<file path="config.mk">
export PLATFORM = sky130hd
export DESIGN_NAME = line_rasterizer_unit
export DESIGN_NICKNAME = d
export VERILOG_FILES = /design/src/design/lr_pkg.sv /design/src/design/lr_div.sv /design/src/design/line_rasterizer_unit.sv
export SDC_FILE = /design/constraint.sdc
export NUM_CORES = 1
export LEC_CHECK = 0
export BUFFER_PORTS_ARGS = -buffer_cell sky130_fd_sc_hd__buf_2
export CORE_MARGIN = 4
export CORE_UTILIZATION = 50
export CTS_BUF_LIST = sky130_fd_sc_hd__clkbuf_2 sky130_fd_sc_hd__clkbuf_4 sky130_fd_sc_hd__clkbuf_8
export DETAILED_ROUTE_END_ITERATION = 6
export PLACE_DENSITY = 0.67
export SLEW_MARGIN = 10
export SYNTH_ARGS = -nofsm -noshare
export SYNTH_HDL_FRONTEND = slang
export SYNTH_HIERARCHICAL = 1
export SYNTH_SLANG_ARGS = --single-unit
</file>
<file path="constraint.sdc">
create_clock -name clk_i -period 8.9 [get_ports clk_i]
set_input_delay 2.225 -clock clk_i [delete_from_list [all_inputs] [get_ports clk_i]]
set_output_delay 2.225 -clock clk_i [all_outputs]
set_load 0.01 [all_outputs]
</file>
<file path="src/design/lr_pkg.sv">
// ----------------------------------------------------------------------------
// Line rasteriser package
// Widths, codes, beat types and control bundles shared by the rasteriser.
// ----------------------------------------------------------------------------
package lr_pkg;

  localparam int unsigned COORD_BITS = 6;
  localparam int unsigned FRAC_BITS  = 16;
  localparam int unsigned PIX_W      = 6;
  localparam int unsigned COLOR_W    = 24;
  localparam int unsigned MODE_W     = 2;
  localparam int unsigned CFG_IDX_W  = 1;
  localparam int unsigned ACC_W      = COORD_BITS + FRAC_BITS;
  localparam int unsigned QUO_W      = FRAC_BITS + 1;
  localparam int unsigned ERR_W      = COORD_BITS + 3;
  localparam int unsigned DIV_CNT_W  = $clog2(ACC_W + 1);

  localparam logic [ACC_W-1:0] ACC_ONE  = ACC_W'(1) << FRAC_BITS;
  localparam logic [ACC_W:0]   ACC_HALF = (ACC_W + 1)'(1) << (FRAC_BITS - 1);

  typedef enum logic [MODE_W-1:0] {
    MODE_DDA  = 2'd0,
    MODE_MID  = 2'd1,
    MODE_PAR  = 2'd2,
    MODE_RSVD = 2'd3
  } mode_e;

  typedef enum logic [CFG_IDX_W-1:0] {
    CFG_MODE  = 1'b0,
    CFG_COLOR = 1'b1
  } cfg_idx_e;

  typedef enum logic [1:0] {
    ST_IDLE,
    ST_SETUP,
    ST_DIV,
    ST_EMIT
  } state_e;

  typedef struct packed {
    logic [PIX_W-1:0] start_x;
    logic [PIX_W-1:0] start_y;
    logic [PIX_W-1:0] end_x;
    logic [PIX_W-1:0] end_y;
  } line_cmd_t;

  typedef struct packed {
    logic [PIX_W-1:0]   pixel_x;
    logic [PIX_W-1:0]   pixel_y;
    logic [COLOR_W-1:0] pixel_color;
    logic               last_pixel;
  } pixel_t;

  typedef struct packed {
    logic                  start;
    logic [COORD_BITS-1:0] num;
    logic [COORD_BITS-1:0] den;
  } div_req_t;

  typedef struct packed {
    logic             busy;
    logic             done;
    logic [QUO_W-1:0] quot;
  } div_rsp_t;

  typedef struct packed {
    logic [COORD_BITS-1:0]   pos;
    logic signed [ERR_W-1:0] err;
  } par_t;

endpackage

</file>
<file path="src/design/lr_div.sv">
// ----------------------------------------------------------------------------
// Line rasteriser divider
// Restoring radix-2 divider, one quotient bit per cycle: (num << FRAC) / den.
// ----------------------------------------------------------------------------
module lr_div (
  input  logic             clk_i,
  input  logic             rst_ni,
  input  lr_pkg::div_req_t req_i,
  output lr_pkg::div_rsp_t rsp_o
);

  logic [lr_pkg::ACC_W-1:0]      sh_q, sh_d;
  logic [lr_pkg::COORD_BITS-1:0] rem_q, rem_d;
  logic [lr_pkg::COORD_BITS-1:0] den_q;
  logic [lr_pkg::DIV_CNT_W-1:0]  cnt_q;
  logic                          done_q;
  logic [lr_pkg::COORD_BITS:0]   trial;
  logic [lr_pkg::COORD_BITS:0]   diff;
  logic                          ge;

  always_comb begin
    trial = {rem_q, sh_q[lr_pkg::ACC_W-1]};
    diff  = trial - {1'b0, den_q};
    ge    = trial >= {1'b0, den_q};
    rem_d = ge ? diff[lr_pkg::COORD_BITS-1:0] : trial[lr_pkg::COORD_BITS-1:0];
    sh_d  = {sh_q[lr_pkg::ACC_W-2:0], ge};
  end

  always_ff @(posedge clk_i or negedge rst_ni) begin
    if (!rst_ni) begin
      cnt_q  <= '0;
      done_q <= 1'b0;
    end else begin
      done_q <= (cnt_q == lr_pkg::DIV_CNT_W'(1));
      if (req_i.start) begin
        cnt_q <= lr_pkg::DIV_CNT_W'(lr_pkg::ACC_W);
      end else if (cnt_q != '0) begin
        cnt_q <= cnt_q - lr_pkg::DIV_CNT_W'(1);
      end
    end
  end

  always_ff @(posedge clk_i) begin
    if (req_i.start) begin
      sh_q  <= {req_i.num, {lr_pkg::FRAC_BITS{1'b0}}};
      rem_q <= '0;
      den_q <= req_i.den;
    end else if (cnt_q != '0) begin
      sh_q  <= sh_d;
      rem_q <= rem_d;
    end
  end

  assign rsp_o.busy = cnt_q != '0;
  assign rsp_o.done = done_q;
  assign rsp_o.quot = sh_q[lr_pkg::QUO_W-1:0];

endmodule

</file>
<file path="src/design/line_rasterizer_unit.sv">
// ----------------------------------------------------------------------------
// Line rasteriser
// Emits every pixel of a line command by DDA, midpoint or parametric stepping.
// ----------------------------------------------------------------------------
// Use:
//   cfg channel: index 0 selects the mode (0 DDA, 1 midpoint, 2 parametric,
//   3 as DDA), index 1 sets the 24-bit colour. Write only while idle.
//   in channel: one beat is a line command with two endpoints.
//   out channel: one beat per pixel, last_pixel set on the final one.
//   n = max(|dx|,|dy|) steps give n + 1 beats, one per cycle unless stalled.
// Sequence:
//   midpoint and parametric: the command is registered, passes ST_SETUP,
//   and the first pixel is loaded into the output register in ST_EMIT.
//   DDA: the minor-axis increment comes from the serial divider, one bit
//   per cycle, while the block waits in ST_DIV between ST_SETUP and
//   ST_EMIT. A single-pixel DDA line skips the divider.
//   in_ready_o is high only between lines; the next command is taken while
//   the final pixel still sits in the output register.
// Reset: mode and colour clear to 0, the block goes idle, no pixel pending.
// Stall: generation pauses while the output register is full and not taken.
// ----------------------------------------------------------------------------
module line_rasterizer_unit (
  input  logic                         clk_i,
  input  logic                         rst_ni,
  input  logic                         in_valid_i,
  output logic                         in_ready_o,
  input  lr_pkg::line_cmd_t            in_data_i,
  output logic                         out_valid_o,
  input  logic                         out_ready_i,
  output lr_pkg::pixel_t               out_data_o,
  input  logic                         cfg_valid_i,
  output logic                         cfg_ready_o,
  input  logic [lr_pkg::CFG_IDX_W-1:0] cfg_idx_i,
  input  logic [lr_pkg::COLOR_W-1:0]   cfg_data_i
);

  lr_pkg::state_e                state_q, state_d;
  lr_pkg::mode_e                 mode_q;
  logic [lr_pkg::COLOR_W-1:0]    color_q;
  lr_pkg::line_cmd_t             cmd_q;
  lr_pkg::pixel_t                out_q;
  logic                          out_valid_q;
  logic [lr_pkg::COORD_BITS-1:0] cnt_q;
  logic [lr_pkg::COORD_BITS-1:0] n_q;
  logic [lr_pkg::COORD_BITS-1:0] minor_q;
  logic                          steep_q;
  logic                          up_q;
  logic                          minor_neg_q;
  logic [lr_pkg::COORD_BITS-1:0] pos_x_q, pos_y_q;
  logic signed [lr_pkg::ERR_W-1:0] err_x_q, err_y_q;
  logic signed [lr_pkg::ERR_W-1:0] step_x_q, step_y_q;
  logic [lr_pkg::ACC_W-1:0]      acc_x_q, acc_y_q, inc_x_q, inc_y_q;

  lr_pkg::div_req_t              div_req;
  lr_pkg::div_rsp_t              div_rsp;

  logic                          in_acc, load, last, is_mid, is_par, dda_div;

  // setup decode
  logic [lr_pkg::COORD_BITS-1:0] x1, y1, x2, y2;
  logic signed [lr_pkg::COORD_BITS:0] sdx, sdy;
  logic [lr_pkg::COORD_BITS-1:0] adx, ady, n_c, dym_c;
  logic                          steep_c, rev_c;
  logic [lr_pkg::COORD_BITS-1:0] a1, b1, a2, b2, u0, v0, vend;
  logic signed [lr_pkg::ERR_W-1:0] d0, two_n, two_m;

  // pixel datapath
  logic [lr_pkg::ACC_W:0]        rnd_x, rnd_y;
  logic [lr_pkg::COORD_BITS-1:0] px, py;
  lr_pkg::par_t                  par_x, par_y;
  logic [lr_pkg::ACC_W-1:0]      quot_ext, minor_inc, major_pos, major_neg;

  function automatic lr_pkg::par_t par_step(
    input logic [lr_pkg::COORD_BITS-1:0]   pos,
    input logic signed [lr_pkg::ERR_W-1:0] err,
    input logic signed [lr_pkg::ERR_W-1:0] stp,
    input logic signed [lr_pkg::ERR_W-1:0] tn
  );
    logic signed [lr_pkg::ERR_W-1:0] r;
    lr_pkg::par_t                    res;
    r       = err + stp;
    res.pos = pos;
    res.err = r;
    if (r >= tn) begin
      res.err = r - tn;
      res.pos = pos + lr_pkg::COORD_BITS'(1);
    end else if (r[lr_pkg::ERR_W-1]) begin
      res.err = r + tn;
      res.pos = pos - lr_pkg::COORD_BITS'(1);
    end
    return res;
  endfunction

  lr_div u_div (
    .clk_i  (clk_i),
    .rst_ni (rst_ni),
    .req_i  (div_req),
    .rsp_o  (div_rsp)
  );

  assign is_mid = mode_q == lr_pkg::MODE_MID;
  assign is_par = mode_q == lr_pkg::MODE_PAR;

  always_comb begin
    x1    = cmd_q.start_x[lr_pkg::COORD_BITS-1:0];
    y1    = cmd_q.start_y[lr_pkg::COORD_BITS-1:0];
    x2    = cmd_q.end_x[lr_pkg::COORD_BITS-1:0];
    y2    = cmd_q.end_y[lr_pkg::COORD_BITS-1:0];
    sdx   = $signed({1'b0, x2}) - $signed({1'b0, x1});
    sdy   = $signed({1'b0, y2}) - $signed({1'b0, y1});
    adx   = sdx[lr_pkg::COORD_BITS] ? lr_pkg::COORD_BITS'(-sdx) : lr_pkg::COORD_BITS'(sdx);
    ady   = sdy[lr_pkg::COORD_BITS] ? lr_pkg::COORD_BITS'(-sdy) : lr_pkg::COORD_BITS'(sdy);
    steep_c = ady > adx;
    n_c   = steep_c ? ady : adx;
    dym_c = steep_c ? adx : ady;
    a1    = steep_c ? y1 : x1;
    b1    = steep_c ? x1 : y1;
    a2    = steep_c ? y2 : x2;
    b2    = steep_c ? x2 : y2;
    rev_c = a1 > a2;
    u0    = rev_c ? a2 : a1;
    v0    = rev_c ? b2 : b1;
    vend  = rev_c ? b1 : b2;
    d0    = $signed({2'b00, dym_c, 1'b0}) - $signed({3'b000, n_c});
    two_n = $signed({2'b00, n_q, 1'b0});
    two_m = $signed({2'b00, minor_q, 1'b0});
  end

  always_comb begin
    rnd_x     = {1'b0, acc_x_q} + lr_pkg::ACC_HALF;
    rnd_y     = {1'b0, acc_y_q} + lr_pkg::ACC_HALF;
    par_x     = par_step(pos_x_q, err_x_q, step_x_q, two_n);
    par_y     = par_step(pos_y_q, err_y_q, step_y_q, two_n);
    quot_ext  = lr_pkg::ACC_W'(div_rsp.quot);
    minor_inc = minor_neg_q ? lr_pkg::ACC_W'(0) - quot_ext : quot_ext;
    major_pos = lr_pkg::ACC_ONE;
    major_neg = lr_pkg::ACC_W'(0) - lr_pkg::ACC_ONE;
    if (is_mid) begin
      px = steep_q ? pos_y_q : pos_x_q;
      py = steep_q ? pos_x_q : pos_y_q;
    end else if (is_par) begin
      px = pos_x_q;
      py = pos_y_q;
    end else begin
      px = rnd_x[lr_pkg::FRAC_BITS +: lr_pkg::COORD_BITS];
      py = rnd_y[lr_pkg::FRAC_BITS +: lr_pkg::COORD_BITS];
    end
  end

  // sequencer
  always_comb begin
    state_d = state_q;
    unique case (state_q)
      lr_pkg::ST_IDLE:  if (in_valid_i) state_d = lr_pkg::ST_SETUP;
      lr_pkg::ST_SETUP: state_d = dda_div ? lr_pkg::ST_DIV : lr_pkg::ST_EMIT;
      lr_pkg::ST_DIV:   if (div_rsp.done) state_d = lr_pkg::ST_EMIT;
      lr_pkg::ST_EMIT:  if (load && last) state_d = lr_pkg::ST_IDLE;
      default:          state_d = lr_pkg::ST_IDLE;
    endcase
  end

  always_comb begin
    in_ready_o    = state_q == lr_pkg::ST_IDLE;
    in_acc        = in_valid_i && in_ready_o;
    dda_div       = !is_mid && !is_par && (n_c != '0);
    div_req.start = (state_q == lr_pkg::ST_SETUP) && dda_div;
    div_req.num   = dym_c;
    div_req.den   = n_c;
    load          = (state_q == lr_pkg::ST_EMIT) && (!out_valid_q || out_ready_i);
    last          = cnt_q == n_q;
    cfg_ready_o   = 1'b1;
  end

  always_ff @(posedge clk_i or negedge rst_ni) begin
    if (!rst_ni) begin
      state_q     <= lr_pkg::ST_IDLE;
      out_valid_q <= 1'b0;
      mode_q      <= lr_pkg::MODE_DDA;
      color_q     <= '0;
      cnt_q       <= '0;
    end else begin
      state_q <= state_d;
      if (load) begin
        out_valid_q <= 1'b1;
      end else if (out_ready_i) begin
        out_valid_q <= 1'b0;
      end
      if (state_q == lr_pkg::ST_SETUP) begin
        cnt_q <= '0;
      end else if (load) begin
        cnt_q <= cnt_q + lr_pkg::COORD_BITS'(1);
      end
      if (cfg_valid_i) begin
        unique case (lr_pkg::cfg_idx_e'(cfg_idx_i))
          lr_pkg::CFG_MODE:  mode_q  <= lr_pkg::mode_e'(cfg_data_i[lr_pkg::MODE_W-1:0]);
          lr_pkg::CFG_COLOR: color_q <= cfg_data_i;
          default:           ;
        endcase
      end
    end
  end

  always_ff @(posedge clk_i) begin
    if (in_acc) begin
      cmd_q <= in_data_i;
    end
    if (state_q == lr_pkg::ST_SETUP) begin
      n_q         <= n_c;
      minor_q     <= dym_c;
      steep_q     <= steep_c;
      up_q        <= v0 < vend;
      minor_neg_q <= steep_c ? sdx[lr_pkg::COORD_BITS] : sdy[lr_pkg::COORD_BITS];
      step_x_q    <= $signed({sdx[lr_pkg::COORD_BITS], sdx, 1'b0});
      step_y_q    <= $signed({sdy[lr_pkg::COORD_BITS], sdy, 1'b0});
      acc_x_q     <= {x1, {lr_pkg::FRAC_BITS{1'b0}}};
      acc_y_q     <= {y1, {lr_pkg::FRAC_BITS{1'b0}}};
      inc_x_q     <= steep_c ? '0 : (sdx[lr_pkg::COORD_BITS] ? major_neg : major_pos);
      inc_y_q     <= steep_c ? (sdy[lr_pkg::COORD_BITS] ? major_neg : major_pos) : '0;
      if (is_mid) begin
        pos_x_q <= u0;
        pos_y_q <= v0;
        err_x_q <= d0;
      end else begin
        pos_x_q <= x1;
        pos_y_q <= y1;
        err_x_q <= $signed({3'b000, n_c});
        err_y_q <= $signed({3'b000, n_c});
      end
    end
    if ((state_q == lr_pkg::ST_DIV) && div_rsp.done) begin
      if (steep_q) begin
        inc_x_q <= minor_inc;
      end else begin
        inc_y_q <= minor_inc;
      end
    end
    if (load) begin
      out_q.pixel_x     <= lr_pkg::PIX_W'(px);
      out_q.pixel_y     <= lr_pkg::PIX_W'(py);
      out_q.pixel_color <= color_q;
      out_q.last_pixel  <= last;
      acc_x_q           <= acc_x_q + inc_x_q;
      acc_y_q           <= acc_y_q + inc_y_q;
      if (is_mid) begin
        pos_x_q <= pos_x_q + lr_pkg::COORD_BITS'(1);
        if (err_x_q > 0) begin
          pos_y_q <= up_q ? pos_y_q + lr_pkg::COORD_BITS'(1)
                          : pos_y_q - lr_pkg::COORD_BITS'(1);
          err_x_q <= err_x_q - two_n + two_m;
        end else begin
          err_x_q <= err_x_q + two_m;
        end
      end else if (is_par) begin
        pos_x_q <= par_x.pos;
        err_x_q <= par_x.err;
        pos_y_q <= par_y.pos;
        err_y_q <= par_y.err;
      end
    end
  end

  assign out_valid_o = out_valid_q;
  assign out_data_o  = out_q;

  a_no_take_while_busy: assert property (@(posedge clk_i) disable iff (!rst_ni)
    in_acc |=> !in_ready_o)
    else $error("command taken while a line is in progress");

  a_div_start_idle: assert property (@(posedge clk_i) disable iff (!rst_ni)
    div_req.start |-> !div_rsp.busy)
    else $error("divider restarted while busy");

  a_last_ends_line: assert property (@(posedge clk_i) disable iff (!rst_ni)
    (load && last) |=> (state_q == lr_pkg::ST_IDLE))
    else $error("line did not end after its final pixel");

  a_cnt_bound: assert property (@(posedge clk_i) disable iff (!rst_ni)
    (state_q == lr_pkg::ST_EMIT) |-> (cnt_q <= n_q))
    else $error("pixel count beyond line length");

endmodule

</file>
==> summary.md <==
| Metric | Value |
|---|---|
| # port buffers | `92` |
| Pre-Repair DR Iteration Count | `6` |
| Multi-input combinational cell area | `0.0101 sq mm` |
| Wire length per cell | `19.0 um` |
| CTS root buffer | `clkbuf_8` |
| GR Util All Layers | `23.1%` |
| MaxCap Viol Count | `0` |
| Post-route antenna net violation count | `0` |
| Mapped Cells | `1931` |
| Status | `finished clean` |
| ANT cells | `0` |
| Sink Count | `between 200 and 300` |
| Layout cells sized above 1 | `13.0%` |
| Max Slew Vio Count | `0` |
| Most frequent cells in the layout | `174 x nand2_1, 160 x edfxtp_1, 152 x ha_1` |
| Clock buffer depth | `3` |
| Die area | `about 0.040 sq mm` |
| Max incr delay on CP | `0.56 ns` |
| Rel. slew slack | `between 10% and 20%` |
| Die height | `201 um` |
| Register Area | `0.00747 sq mm` |
| Final Hold Viols | `0` |
| Syn Std Cell Area | `0.0186 sq mm` |
| Fin crit share | `81.8%` |
| Core footprint | `approximately 0.037 sq mm` |
| Crit start category | `register` |
| H-tree depth | `2` |
| Post-CTS sizing | `0` |
| Crit path DAT | `7.77 ns` |
| Net Count, Synth | `2158` |
| Flops & latches, synth | `roughly 280` |
| Commonest non-fill, non-tap cell in the layout | `nand2_1` |
| Via count | `14700` |
| Worst skew pair latency | `~0.63 ns` |
| Least-Margin Pin Slew | `1.21 ns` |
| Final clock skew | `slightly above 0.02 ns` |
| Drt drc | `0` |
| IO Pins | `94` |
| Sequential area share after synthesis | `40.2%` |
| CP Capture Type | `register` |
| Initial antenna violation count | `5` |
| Largest net degree at the start of global routing | `68` |
| Initial Util | `50.7%` |
| Cell mode on critical path | `o21ai_0` |
| Fin crit period | `7.28 ns` |
| GRT overflow | `0` |
| Worst Hold Class | `reg2reg` |
| Final TNS setup | `0 ns` |
| WL final | `47700 um` |
| TritonCTS buffer count | `just over 50` |
| Required time of the critical path | `9.39 ns` |
| Iter 0 DRT Violations | `1223` |
| Share of flip-flops with an asynchronous set or reset | `around 14%` |
| RSZ-0062 raised after global routing | `false` |
| Ys flop type | `edfxtp_1` |
| Critical Path Fanout Max | `36` |
| Fillers | `approximately 3200` |
| Post-CTS setup buffer count | `0` |
| Via density | `5.86` |
| Final setup fails | `0` |
| WS Path Type | `reg2reg` |
| Area Growth Syn to Fin | `10.0%` |
| Post-synth EDFFs | `160` |
| Synth unique cells | `a little under 90` |
| Vias in the first global route | `14200` |
| First-pass GRT wire length | `76100 um` |
| CTS tree | `built` |
| Nets | `2224` |
| YS warnings | `6` |
| Die W | `201 um` |
| Detailed Place HPWL | `34800 um` |
| Avg Inst Size Synth | `9.62 sq um` |
| F_max | `137 MHz` |
| Hold buffer count at cts | `0` |
| Row cnt | `70` |
| Placer Congestion | `0.896` |
| Worst-path clk slew | `0.06 ns` |
| Crit-path slowest cell | `maj3_2` |
==> worst max-delay path, delay by kind of cell, from the launching register on <==
| family | cells | cell delay (ns) |
|---|---|---|
| fa+ha+maj | 6 | 1.98 |
| compound gates | 15 | 2.64 |
| xor+xnor | 1 | 0.25 |
| flops | 1 | 0.41 |
| buf+inv | 6 | 1.09 |
| mux | 2 | 0.62 |
| simple gates | 1 | 0.13 |
==> per-stage QoR <==
step	setup slack, ns	utilization (%)	hold WS (ns)	cell area (sq um)	std cells
2_1_floorplan	1.97	-	0.419	18600	1931
3_3_place_gp	1.86	52.6	0.422	19300	2412
3_5_place_dp	1.68	52.6	0.425	19300	2412
4_1_cts	1.61	55.8	0.441	20400	2508
5_1_grt	1.09	55.8	0.456	20400	2508
6_report	1.62	55.8	0.437	20400	2508
==> layer usage <==
layer / vias up / global-route usage (%) / routed length [um]
li1: 7093 / - / -
met1: 7044 / 31.0 / 21300
met2: 453 / 37.7 / 22000
met3: 100 / 4.67 / 2910
met4: 10 / 7.92 / 1400
met5: - / 0 / 55
==> final cells by class <==
| type | instances | area share [%] |
|---|---|---|
| Clock inverter | 19 | 1.04 |
| Timing Repair Buffer | 105 | 2.73 |
| Multi-Input combinational cell | 1409 | 49.4 |
| Clock buffer | 77 | 4.69 |
| Tap cell | 468 | 2.86 |
| Sequential cell | 283 | 36.6 |
| Inverter | 147 | 2.74 |
==> registers in the layout, summed over array words and instances (netlist names), 7 cells and up <==
name and cells:
inc_y_q 22, step_x_q 7, out_data_o 37, err_y_q 9
inc_x_q 22, err_x_q 9, color_q 24, acc_y_q 22
step_y_q 7, u_div/sh_q 22, acc_x_q 22
==> cells in the mapped netlist, types with 7 or more instances <==
| library cell | count | area share, % |
|---|---|---|
| o211ai_1 | 10 | 0.40 |
| and3_1 | 21 | 0.71 |
| dfrtp_1 | 41 | 5.5 |
| o21a_1 | 10 | 0.40 |
| and2_1 | 8 | 0.27 |
| nor2b_1 | 17 | 0.57 |
| a221o_1 | 9 | 0.48 |
| nand3_1 | 66 | 1.8 |
| or3_1 | 13 | 0.44 |
| o221ai_1 | 11 | 0.52 |
| xnor2_1 | 67 | 3.2 |
| nor3_1 | 33 | 0.89 |
| buf_4 | 20 | 0.81 |
| dfxtp_1 | 82 | 8.8 |
| ha_1 | 153 | 10 |
| a21o_1 | 35 | 1.4 |
| edfxtp_1 | 160 | 26 |
| nor2_1 | 133 | 2.7 |
| nand2b_1 | 16 | 0.54 |
| nand2_1 | 176 | 3.6 |
| clkbuf_1 | 55 | 1.1 |
| o21bai_1 | 18 | 0.73 |
| fa_1 | 20 | 2.2 |
| inv_1 | 143 | 2.9 |
| o22ai_1 | 15 | 0.51 |
| mux2_2 | 31 | 1.9 |
| nor4_1 | 8 | 0.27 |
| buf_1 | 10 | 0.20 |
| mux2i_1 | 61 | 3.3 |
| a21oi_1 | 129 | 3.5 |
| a22oi_1 | 12 | 0.48 |
| o41ai_1 | 7 | 0.33 |
| o21ai_0 | 122 | 3.3 |
| o31ai_1 | 9 | 0.36 |
| a211oi_1 | 19 | 0.77 |
| xor2_1 | 67 | 3.2 |
| a211o_1 | 8 | 0.38 |
| a31oi_1 | 11 | 0.37 |
==> cells by family after synthesis <==
family | Yosys count | synth area share (%)
XOR/XNOR | 135 | 6.40
AO/OA/AOI/OAI | 481 | 16.9
adder cells (fa/ha/maj) | 174 | 12.5
flip-flops | 283 | 40.2
other | 1 | 0.0202
AND/OR/NAND/NOR | 525 | 13.1
buffers and inverters | 239 | 5.52
multiplexers | 93 | 5.24
==> path summary, 6_finish.rpt <==
kind | startpoint | to | slack, ns | cells past startpoint
setup / recovery | x2[0] | up_q | 1.62 | 31
max in group asynchronous | rst_ni | u_div/cnt_q[2] | 6.40 | 1
hold reg to reg | color_q[20] | out_data_o[21] | 0.44 | 0
hold / removal | color_q[20] | out_data_o[21] | 0.44 | 0
setup reg to reg | x2[0] | up_q | 1.62 | 31
min in group asynchronous | rst_ni | cnt_q[1] | 1.81 | 1
Power is left out: the tool's default activity adds up to more than one toggle a clock period on the data nets, which glitch-free logic cannot reach.
